<file path="src/hmv_pkg.sv">
// Shared types and constants for the int8 matrix-vector offset/scale block.
// No dependencies; every other file imports this package.
package hmv_pkg;

  localparam int VAL_W           = 8;
  localparam int DOT_W           = 28;
  localparam int SUM_W           = 20;
  localparam int SCALE_W         = 32;
  localparam int RES_W           = 64;
  localparam int SCALE_FRAC_BITS = 24;

  localparam int RSO_W  = SUM_W + VAL_W;
  localparam int CORR_W = ((DOT_W > RSO_W) ? DOT_W : RSO_W) + 1;
  localparam int PROD_W = DOT_W + SCALE_W + 1;

  // One closed row, handed from the accumulator front to the scaling back end
  typedef struct packed {
    logic signed [DOT_W-1:0]   dot;
    logic signed [SUM_W-1:0]   row_sum;
    logic signed [VAL_W-1:0]   zero_point;
    logic        [SCALE_W-1:0] batch_scale;
    logic        [SCALE_W-1:0] channel_scale;
    logic signed [RES_W-1:0]   prior_result;
  } hmv_row_t;

  typedef struct packed {
    logic full;
    logic empty;
  } hmv_fifo_stat_t;

  typedef enum logic [2:0] {
    B_IDLE,
    B_CORR,
    B_SCALE,
    B_PROD,
    B_SUM,
    B_OUT
  } hmv_back_state_t;

endpackage

</file>
<file path="src/hmv_fifo.sv">
// Short row queue between the accumulator front and the scaling back end.
// Depends on hmv_pkg.
module hmv_fifo import hmv_pkg::*; #(
  parameter int DEPTH = 4
) (
  input  logic           clk,
  input  logic           rst,
  input  logic           push,
  input  hmv_row_t       wr_data,
  input  logic           pop,
  output hmv_row_t       rd_data,
  output hmv_fifo_stat_t stat
);

  localparam int PTR_W = (DEPTH > 1) ? $clog2(DEPTH) : 1;
  localparam int CNT_W = $clog2(DEPTH + 1);

  hmv_row_t           mem [DEPTH];
  logic [PTR_W-1:0]   wr_ptr;
  logic [PTR_W-1:0]   rd_ptr;
  logic [CNT_W-1:0]   count;
  logic [CNT_W-1:0]   count_next;

  function automatic logic [PTR_W-1:0] ptr_adv(input logic [PTR_W-1:0] p);
    logic [PTR_W-1:0] r;
    if (p == PTR_W'(DEPTH - 1)) begin
      r = '0;
    end else begin
      r = p + PTR_W'(1);
    end
    return r;
  endfunction

  assign rd_data    = mem[rd_ptr];
  assign stat.full  = (count == CNT_W'(DEPTH));
  assign stat.empty = (count == '0);

  always_comb begin
    case ({push, pop})
      2'b10:   count_next = count + CNT_W'(1);
      2'b01:   count_next = count - CNT_W'(1);
      default: count_next = count;
    endcase
  end

  always_ff @(posedge clk) begin
    if (push) begin
      mem[wr_ptr] <= wr_data;
    end
  end

  always_ff @(posedge clk) begin
    if (rst) begin
      wr_ptr <= '0;
      rd_ptr <= '0;
      count  <= '0;
    end else begin
      if (push) begin
        wr_ptr <= ptr_adv(wr_ptr);
      end
      if (pop) begin
        rd_ptr <= ptr_adv(rd_ptr);
      end
      count <= count_next;
    end
  end

  a_no_overflow: assert property (@(posedge clk) disable iff (rst)
    !(push && stat.full))
    else $error("queue overflow");

  a_no_underflow: assert property (@(posedge clk) disable iff (rst)
    !(pop && stat.empty))
    else $error("queue underflow");

  a_count_range: assert property (@(posedge clk) disable iff (rst)
    count <= CNT_W'(DEPTH))
    else $error("queue count out of range");

endmodule

</file>
<file path="config.mk">
export PLATFORM = sky130hd
export DESIGN_NAME = hmv_fifo
export DESIGN_NICKNAME = d
export VERILOG_FILES = /design/src/hmv_pkg.sv /design/src/hmv_fifo.sv
export SDC_FILE = /design/constraint.sdc
export NUM_CORES = 1
export LEC_CHECK = 0
export BUFFER_PORTS_ARGS = -buffer_cell sky130_fd_sc_hd__buf_2
export CAP_MARGIN = 20
export CELL_PAD_IN_SITES_DETAIL_PLACEMENT = 1
export CELL_PAD_IN_SITES_GLOBAL_PLACEMENT = 1
export CORE_MARGIN = 2
export CORE_UTILIZATION = 54
export CTS_CLUSTER_SIZE = 28
export DETAILED_ROUTE_END_ITERATION = 6
export HOLD_SLACK_MARGIN = 0.02
export PLACE_DENSITY = 0.83
export SLEW_MARGIN = 10
export SYNTH_ARGS = -nofsm -noshare
export SYNTH_HDL_FRONTEND = slang
export SYNTH_SLANG_ARGS = --single-unit
</file>
<file path="constraint.sdc">
create_clock -name clk -period 11.2 [get_ports clk]
set_input_delay 0.56 -clock clk [delete_from_list [all_inputs] [get_ports clk]]
set_output_delay 0.56 -clock clk [all_outputs]
set_load 0.03 [all_outputs]
</file>
==> flow_metrics.tcl <==
set metrics [dict create \
    postCtsSetupRepairBufs 0 \
    viasPerCell 5.68 \
    clockPowerShare_pct 37.7 \
    netlist_top_cells_count "edfxtp_1, mux4_2, buf_2" \
    async_reset_ff_share_pct 0 \
    fin_crit_ns 3.83 \
    peakVddDrop_v 0.000161 \
    synth_area_um2 27100 \
    timing.critical_path.arrival_ns 3.27 \
    core-area_um2 49900 \
    die-area_um2 52100 \
    rows 82 \
    wire_per_inst_um 27.5 \
    syn-num-nets 1204 \
    yosysSeqAreaShare_pct 82.1 \
    drc_errors 0 \
    dp_hpwl_mm 36.0 \
    grt_antenna_before_repair 16 \
    synth_edf_count 736 \
    port_buffers 373 \
    synth_area_leaders "edfxtp_1, mux4_2, buf_12" \
    rsz0062_at_grt "no" \
    ys_types 23 \
    drv_cap 0 \
    p_leak_nw 10.6 \
    fmax_ghz 0.261 \
    drive_gt1_share_pct 45.2 \
    hold_buffers 0 \
    outcome "completed" \
    end_kind "output pin" \
    grt_pass1_wl_mm 89.1 \
    nNetsFinal 1627 \
    post-route-period-util_pct 34.2 \
    worstPathMaxFanout 65 \
    syn_area_per_cell_um2 26.9 \
    dr.pass1.iters 4 \
    hold_viol 0 \
    vias 12300 \
    cp_slowest_stage_delay_ns 0.98 \
    start_util_pct 54.4 \
    yosysTopAreaCellShare_pct 81.4 \
    die_h_um 228 \
    cts_sinks 745 \
    grtUsageTotal_pct 23.4 \
    switching_share_pct 23.5 \
    dp.cells 2027 \
    worst_slew_pin_slew_ns 1.07 \
    p_int_mw 4.73 \
    synth-main-ff-cell "edfxtp_1" \
    crit_chain "buf_4 -> mux4_2 -> buf_2" \
    fin_skew_ns 0.0113 \
    synth_cells 1009 \
    critical_path.slowest_cell "dfxtp_4" \
    drtAntennaViolNets 0 \
    cts_buffer_depth 3 \
    cts_root_buf "clkbuf_16" \
    die_x_um 228 \
    p_switching_mw 1.45 \
    ys_warn_count 0 \
    relSlewSlack_pct 28.5 \
    power_frac_comb_pct 10.1 \
    min_path_type "in2reg" \
    critPathTopFamily "buffers and inverters" \
    cts_made_buffers 75 \
    cts_resized 0 \
    h-tree-depth 3 \
    boundaryPins 374 \
    first_global_vias 13600 \
    crit_type "reg2out" \
    setup_viol 0 \
    ys_ff_latch 745 \
    fin_setup_tns_ns 0 \
    fin_cells 2167 \
    critPathRequiredTime_ns 10.64 \
    seq_power_share_pct 52.2 \
    area_growth_pct 17.3 \
    gp_congestion 0.738 \
    grt_max_degree 111 \
    path_clk_slew_ns 0.06 \
    maxSlewViolCount 0 \
    p_total_mw 6.18 \
    cp-start-kind "flip-flop" \
    cts_tree "done" \
    wl_mm 59.5 \
    yosysMostFrequentCell "edfxtp_1" \
    cp.buffers_inverters 2 \
    clk_latency_ns 0.62 \
    power.density_nw_per_um2 194 \
    grt.overflow.total 0 \
    first_iter_violations 807 \
    synth.largest_area_cell "edfxtp_1" \
]
==> worst register-to-register path: stages, from the launching register on <==
cell,delay [ns]
dfxtp_1,0.42
ha_1,0.19
and2_4,0.79
buf_4,1.04
buf_4,0.83
==> per-layer routing <==
metal  vias up  track usage (%)  wire length, um
met4        18             7.62             1280
met2       462             39.9            31100
met1      6480             29.0            22300
li1       5232                -                -
met5         -                0              126
met3       107             7.11             4660
==> cells in the final DEF (no fill, tap or decap) <==
master / instances
clkinv_1: 18
mux4_2: 184
nor3_1: 1
buf_16: 1
dfxtp_1: 7
diode_2: 8
inv_8: 1
o21ai_0: 1
ha_1: 6
xor2_1: 2
dfxtp_4: 2
and3_1: 1
mux2i_1: 2
clkbuf_16: 77
bufinv_16: 3
buf_12: 1
inv_6: 3
or3_1: 1
edfxtp_1: 736
nor2_1: 7
clkinv_8: 2
a21oi_1: 4
nor3b_1: 2
buf_4: 12
clkbuf_1: 19
inv_1: 7
clkinv_2: 9
and2_4: 4
fa_1: 1
buf_2: 373
==> kinds of logic (layout without fill, tap and decap cells) <==
kind of cell / count (synthesis) / in the layout / synth area share (%)
AO/OA/AOI/OAI: 5 / 5 / 0.0922
AND/OR/NAND/NOR: 16 / 16 / 0.309
adder cells (fa/ha/maj): 7 / 7 / 0.350
flip-flops: 745 / 745 / 82.1
other: 0 / 8 / 0
multiplexers: 186 / 186 / 15.3
XOR/XNOR: 2 / 2 / 0.0646
buffers and inverters: 48 / 526 / 1.75
==> metrics by stage <==
step / utilization (%) / hold slack, ns / cell area [um^2] / setup slack, ns
floorplan: - / 0.461 / 27100 / 5.89
global placement: 59.2 / 0.483 / 29500 / 7.29
detailed placement: 59.3 / 0.493 / 29600 / 7.32
CTS: 63.8 / 0.124 / 31800 / 7.33
global route: 63.9 / 0.144 / 31800 / 7.24
finish: 63.9 / 0.156 / 31800 / 7.37
==> registers in the layout (all words and copies together), names as in the netlist, named ones only <==
register	cells
count	3
mem	736
rd_ptr	2
wr_ptr	2
==> worst paths after layout <==
kind / from / end / slack (ns) / cells after the start
max reg2reg: wr_ptr[0]$_SDFFE_PP0P_ / mem[1][134]$_DFFE_PP_ / 7.54 / 4
max: flip-flop / rd_data[72] / 7.37 / 3
min reg2reg: count[2]$_SDFFE_PP0P_ / count[2]$_SDFFE_PP0P_ / 0.51 / 2
min: wr_data[6] / mem[0][6]$_DFFE_PP_ / 0.16 / 1
==> power groups by stage <==
stage | clock, mW | combinational [mW] | sequential (mW)
global route | 2.46 | 0.659 | 3.24
finish | 2.33 | 0.626 | 3.23
floorplan | 0 | 0.434 | 3.28
CTS | 2.38 | 0.635 | 3.23
global placement | 0 | 0.611 | 3.27
detailed placement | 0 | 0.629 | 3.28
==> final cells by class <==
class	instances	area, um^2
Fill cell	4097	18000
Multi-Input combinational cell	216	4400
Clock inverter	36	273
Inverter	7	26.3
Antenna cell	8	20.0
Sequential cell	745	22300
Timing Repair Buffer	387	2000
Tap cell	672	841
Clock buffer	96	2000
No activity file was read; power rests on OpenSTA's default activity.
