--- src/hmv_pkg.sv ---
// Shared types and constants for the int8 matrix-vector offset/scale block.
// No dependencies; every other file imports this package.
package hmv_pkg;

  localparam int VAL_W           = 8;
  localparam int DOT_W           = 28;
  localparam int SUM_W           = 20;
  localparam int SCALE_W         = 32;
  localparam int RES_W           = 64;
  localparam int SCALE_FRAC_BITS = 24;

  localparam int RSO_W  = SUM_W + VAL_W;
  localparam int CORR_W = ((DOT_W > RSO_W) ? DOT_W : RSO_W) + 1;
  localparam int PROD_W = DOT_W + SCALE_W + 1;

  // One closed row, handed from the accumulator front to the scaling back end
  typedef struct packed {
    logic signed [DOT_W-1:0]   dot;
    logic signed [SUM_W-1:0]   row_sum;
    logic signed [VAL_W-1:0]   zero_point;
    logic        [SCALE_W-1:0] batch_scale;
    logic        [SCALE_W-1:0] channel_scale;
    logic signed [RES_W-1:0]   prior_result;
  } hmv_row_t;

  typedef struct packed {
    logic full;
    logic empty;
  } hmv_fifo_stat_t;

  typedef enum logic [2:0] {
    B_IDLE,
    B_CORR,
    B_SCALE,
    B_PROD,
    B_SUM,
    B_OUT
  } hmv_back_state_t;

endpackage

--- src/hmv_if.sv ---
// Valid/ready channel interfaces for the input pairs and the row results.
// Depends on hmv_pkg for field widths.
interface hmv_in_if import hmv_pkg::*; ();
  logic                      valid;
  logic                      ready;
  logic signed [VAL_W-1:0]   matrix_value;
  logic signed [VAL_W-1:0]   vector_value;
  logic                      last_in_row;
  logic signed [VAL_W-1:0]   zero_point;
  logic        [SCALE_W-1:0] batch_scale;
  logic        [SCALE_W-1:0] channel_scale;
  logic signed [RES_W-1:0]   prior_result;

  modport source (
    output valid, matrix_value, vector_value, last_in_row, zero_point,
           batch_scale, channel_scale, prior_result,
    input  ready
  );
  modport sink (
    input  valid, matrix_value, vector_value, last_in_row, zero_point,
           batch_scale, channel_scale, prior_result,
    output ready
  );
endinterface


--- src/hmv_front.sv ---
// Front end: accepts pairs, runs the dot-product and row-sum accumulators,
// and pushes each closed row into the queue. Depends on hmv_pkg and hmv_if.
module hmv_front import hmv_pkg::*; (
  input  logic           clk,
  input  logic           rst,
  hmv_in_if.sink         item,
  input  hmv_fifo_stat_t q_stat,
  output logic           q_push,
  output hmv_row_t       q_data
);

  logic signed [DOT_W-1:0]   dot_acc;
  logic signed [DOT_W-1:0]   dot_next;
  logic signed [SUM_W-1:0]   row_sum_acc;
  logic signed [SUM_W-1:0]   row_sum_next;
  logic signed [2*VAL_W-1:0] pair_prod;
  logic                      accept;

  assign item.ready = !q_stat.full;
  assign accept     = item.valid && item.ready;

  assign pair_prod    = (2*VAL_W)'(item.matrix_value) * (2*VAL_W)'(item.vector_value);
  // Accumulators wrap within their widths on overlong rows
  assign dot_next     = dot_acc
                      + {{(DOT_W-2*VAL_W){pair_prod[2*VAL_W-1]}}, pair_prod};
  assign row_sum_next = row_sum_acc
                      + {{(SUM_W-VAL_W){item.matrix_value[VAL_W-1]}}, item.matrix_value};

  assign q_push = accept && item.last_in_row;

  always_comb begin
    q_data.dot           = dot_next;
    q_data.row_sum       = row_sum_next;
    q_data.zero_point    = item.zero_point;
    q_data.batch_scale   = item.batch_scale;
    q_data.channel_scale = item.channel_scale;
    q_data.prior_result  = item.prior_result;
  end

  always_ff @(posedge clk) begin
    if (rst) begin
      dot_acc     <= '0;
      row_sum_acc <= '0;
    end else if (accept) begin
      if (item.last_in_row) begin
        dot_acc     <= '0;
        row_sum_acc <= '0;
      end else begin
        dot_acc     <= dot_next;
        row_sum_acc <= row_sum_next;
      end
    end
  end

  a_clear_after_row: assert property (@(posedge clk) disable iff (rst)
    q_push |=> (dot_acc == '0) && (row_sum_acc == '0))
    else $error("accumulators not cleared after row close");

  a_hold_when_idle: assert property (@(posedge clk) disable iff (rst)
    !accept |=> $stable(dot_acc) && $stable(row_sum_acc))
    else $error("accumulators moved without a transaction");

  a_push_needs_room: assert property (@(posedge clk) disable iff (rst)
    q_push |-> !q_stat.full)
    else $error("row pushed into a full queue");

endmodule

--- src/flat_wrapper.sv ---
// flat-port wrapper written by rule: the top's interface ports become plain ports
module hmv_front_flat import hmv_pkg::*;
  (clk, rst, q_stat, q_push, q_data, item_valid, item_matrix_value, item_vector_value, item_last_in_row, item_zero_point, item_batch_scale, item_channel_scale, item_prior_result, item_ready);
  hmv_in_if item_i ();
  input  logic clk;
  input  logic rst;
  input  hmv_fifo_stat_t q_stat;
  output logic q_push;
  output hmv_row_t q_data;
  input wire logic [$bits(item_i.valid)-1:0] item_valid;
  input wire logic [$bits(item_i.matrix_value)-1:0] item_matrix_value;
  input wire logic [$bits(item_i.vector_value)-1:0] item_vector_value;
  input wire logic [$bits(item_i.last_in_row)-1:0] item_last_in_row;
  input wire logic [$bits(item_i.zero_point)-1:0] item_zero_point;
  input wire logic [$bits(item_i.batch_scale)-1:0] item_batch_scale;
  input wire logic [$bits(item_i.channel_scale)-1:0] item_channel_scale;
  input wire logic [$bits(item_i.prior_result)-1:0] item_prior_result;
  output wire logic [$bits(item_i.ready)-1:0] item_ready;
  assign item_i.valid = item_valid;
  assign item_i.matrix_value = item_matrix_value;
  assign item_i.vector_value = item_vector_value;
  assign item_i.last_in_row = item_last_in_row;
  assign item_i.zero_point = item_zero_point;
  assign item_i.batch_scale = item_batch_scale;
  assign item_i.channel_scale = item_channel_scale;
  assign item_i.prior_result = item_prior_result;
  assign item_ready = item_i.ready;
  hmv_front u_core (.clk(clk), .rst(rst), .item(item_i), .q_stat(q_stat), .q_push(q_push), .q_data(q_data));
endmodule
--- config.mk ---
export PLATFORM = sky130hd
export DESIGN_NAME = hmv_front_flat
export DESIGN_NICKNAME = d
export VERILOG_FILES = /design/src/hmv_pkg.sv /design/src/hmv_if.sv /design/src/hmv_front.sv /design/src/flat_wrapper.sv
export SDC_FILE = /design/constraint.sdc
export NUM_CORES = 1
export LEC_CHECK = 0
export BUFFER_PORTS_ARGS = -buffer_cell sky130_fd_sc_hd__buf_2
export CORE_MARGIN = 5
export CORE_UTILIZATION = 45
export CTS_CLUSTER_DIAMETER = 60
export DETAILED_ROUTE_END_ITERATION = 12
export HOLD_SLACK_MARGIN = 0.06
export PLACE_DENSITY = 0.84
export SLEW_MARGIN = 10
export SYNTH_ARGS = -nofsm -noshare
export SYNTH_HDL_FRONTEND = slang
export SYNTH_SLANG_ARGS = --single-unit
--- constraint.sdc ---
create_clock -name clk -period 14.2 [get_ports clk]
set_input_delay 2.13 -clock clk [delete_from_list [all_inputs] [get_ports clk]]
set_output_delay 2.13 -clock clk [all_outputs]
set_load 0.02 [all_outputs]
==> key figures <==
Run status
  – Status: finished, final reports clean

Finish
  – Final Core Density: 44.0%
  – Antenna diodes: 0
  – Final net count: 1126
  – Share of layout cells above drive strength 1: 12.1%
  – Area Growth Syn to Fin: -3.46%

Yosys
  – Area leader, netlist: fa_1
  – Net Count, Synth: 1197
  – Area contributors post-synth: fa_1, buf_4, ha_1
  – Distinct cells, synth: 58
  – Yosys warning count: 0
  – Synth cell count leaders: buf_4, inv_1, ha_1
  – Largest family of logic cells by synthesized area: adder cells
  – Mux cell area share after synthesis: 0.150%
  – Post-synth EDFFs: 0
  – Mapped Cells: 903
  – Adder-Cell Fraction of Synth Area: 28.3%
  – Async SR Flop Fraction: 0%
  – Area share of the largest cell type after synthesis: 15.2%
  – Share of the synthesized area in compound gates (AO/OA/AOI/OAI): 18.0%
  – Count leader, synth: buf_4
  – Avg Cell Area, Syn: 8.33 sq um
  – Post-synthesis sequential area ratio: 12.8%
  – Seq cells post-synth: 48
  – Top_reg_cell synth: dfxtp_1
  – Post-Synth XOR/XNOR Area: 6.72%
  – Synth Area in Simple Gates: 14.6%
  – Mapped cell area: 7530 sq um

Clock network
  – Post-CTS sizing: 0
  – Worst-path clk slew: 60 ps
  – Hold buffers post-CTS: 0
  – TritonCTS buffer count: 5
  – Root Buffer: clkbuf_16
  – CTS Sinks: 48
  – Post-CTS Setup Inserts: 0
  – Htree depth: 2
  – Clock latency at the later pin of the worst-skew pair: 290 ps
  – CTS Buffer Depth: 2
  – CTS tree: done

Detailed routing
  – Final WL: 16400 um
  – Drt via density: 5.46
  – Top routing layer used: met4
  – Wl on met1: 6930 um
  – Vias: 5748
  – Initial DRC count: 238
  – Wire per inst: 15.6 um
  – ANT nets after route: 0
  – Metal2 WL: 8250 um
  – Routed wl met3: 825 um
  – TritonRoute pass-1 iters: 5
  – DR DRC count: 0

Min path
  – Hold depth: 2
  – Worst min path class: register to register

STA
  – Final Critical Period: 10970 ps
  – Setup Skew: 13.4 ps
  – Slew @ Worst Pin: 893 ps
  – Setup TNS: 0 ps
  – RSZ-0062 raised after global routing: false
  – Final hold violations: 0
  – F_max: 91.1 MHz
  – Relative slew slack: 40.5%
  – Final setup fails: 0
  – Final Cycle Share: 77.3%
  – Slew Limit Fails: 0

Floorplan
  – Die area: 19400 sq um
  – Area of the core: 16500 sq um
  – Die Span Y: 139 um
  – Initial Utilization: 45.5%
  – Io pins: 344
  – # rows: 47
  – Die width: 139 um

Global route
  – Initial antenna violation count: 0
  – Vias in the first global route: 6045
  – Tot GR Track Use: 16.8%
  – GRT overflow: 0
  – Largest net degree at the start of global routing: 55
  – Global-route wire length before repair: 27600 um

Setup path
  – Crit. End Element: output port
  – Max incr delay on CP: 540 ps
  – CP most frequent cell: inv_1
  – CP required: 12070 ps
  – Crit-path max FO: 21
  – Critical path launch point type: input port
  – Slowest cell on crit path: fa_1
  – R2R cell count: 11
  – Setup CP Type: input port to output port
  – Arrival time at the worst endpoint: 8840 ps

Job
  – Total of max-cap violations: 0

Placement
  – Number of port buffers: 70
  – GPL Wtd Cong: 0.909
  – Post-detail-place hpwl: 13000 um
-- layout make-up --
type / instances / area (sq um)
Tap cell: 220 / 275
Fill cell: 1576 / 9260
Timing Repair Buffer: 73 / 373
Clock inverter: 2 / 35.0
Sequential cell: 48 / 961
Inverter: 103 / 387
Clock buffer: 6 / 129
Multi-Input combinational cell: 601 / 5110
-- per-stage QoR --
| step | setup slack (ps) | instance area [sq um] | hold slack (ps) | std cells |
|---|---|---|---|---|
| final | 3230 | 7270 | 471 | 1053 |
| after global routing | 2910 | 7270 | 504 | 1053 |
| after CTS | 3280 | 7270 | 466 | 1053 |
| after detailed placement | 3300 | 7100 | 458 | 1045 |
| after global placement | 3440 | 7100 | 446 | 1045 |
| after floorplan | 4070 | 7530 | 436 | 903 |
-- flip-flops by register name, summed over array words and instances (netlist names) --
| name | cells |
|---|---|
| u_core.row_sum_acc | 20 |
| u_core.dot_acc | 28 |
-- cell families (layout without fill, tap and decap cells) --
logic type / Yosys count / count (layout)
buffers and inverters: 254 / 184
AND/OR/NAND/NOR: 218 / 218
AO/OA/AOI/OAI: 190 / 190
adder cells (fa/ha/maj): 136 / 136
XOR/XNOR: 56 / 56
flip-flops: 48 / 48
multiplexers: 1 / 1
-- layout by cell type (no fill, tap or decap), types with 15 or more instances in the layout --
cell type,n
a22oi_1,32
buf_2,70
a21o_1,28
fa_1,57
and2_1,46
ha_1,79
nand2_1,36
inv_1,102
a21oi_1,47
dfxtp_1,48
nor2_1,67
xor2_1,15
xnor2_1,39
-- critical path: cells and delay by family --
family / cells / cell delay, ps
fa+ha+maj: 6 / 2870
compound gates: 10 / 1830
buf+inv: 7 / 980
simple gates: 5 / 850
xor+xnor: 1 / 200
-- final timing paths --
kind / startpoint / endpoint / slack [ps]
max: item_matrix_value[7] / q_data[182] / 3230
min: u_core.dot_acc[26]$_SDFFE_PP0P_ / u_core.dot_acc[26]$_SDFFE_PP0P_ / 470
max reg2reg: u_core.row_sum_acc[0]$_SDFFE_PP0P_ / u_core.row_sum_acc[18]$_SDFFE_PP0P_ / 11340
min reg2reg: u_core.dot_acc[26]$_SDFFE_PP0P_ / u_core.dot_acc[26]$_SDFFE_PP0P_ / 470
-- per-layer routing --
metal / up-vias / track usage, %
li1: 2752 / -
met1: 2765 / 19.2
met2: 174 / 30.9
met3: 57 / 3.02
met4: 0 / 6.39
met5: - / 0
Power is left out: the tool's default activity adds up to more than one toggle a clock period on the data nets, which glitch-free logic cannot reach.
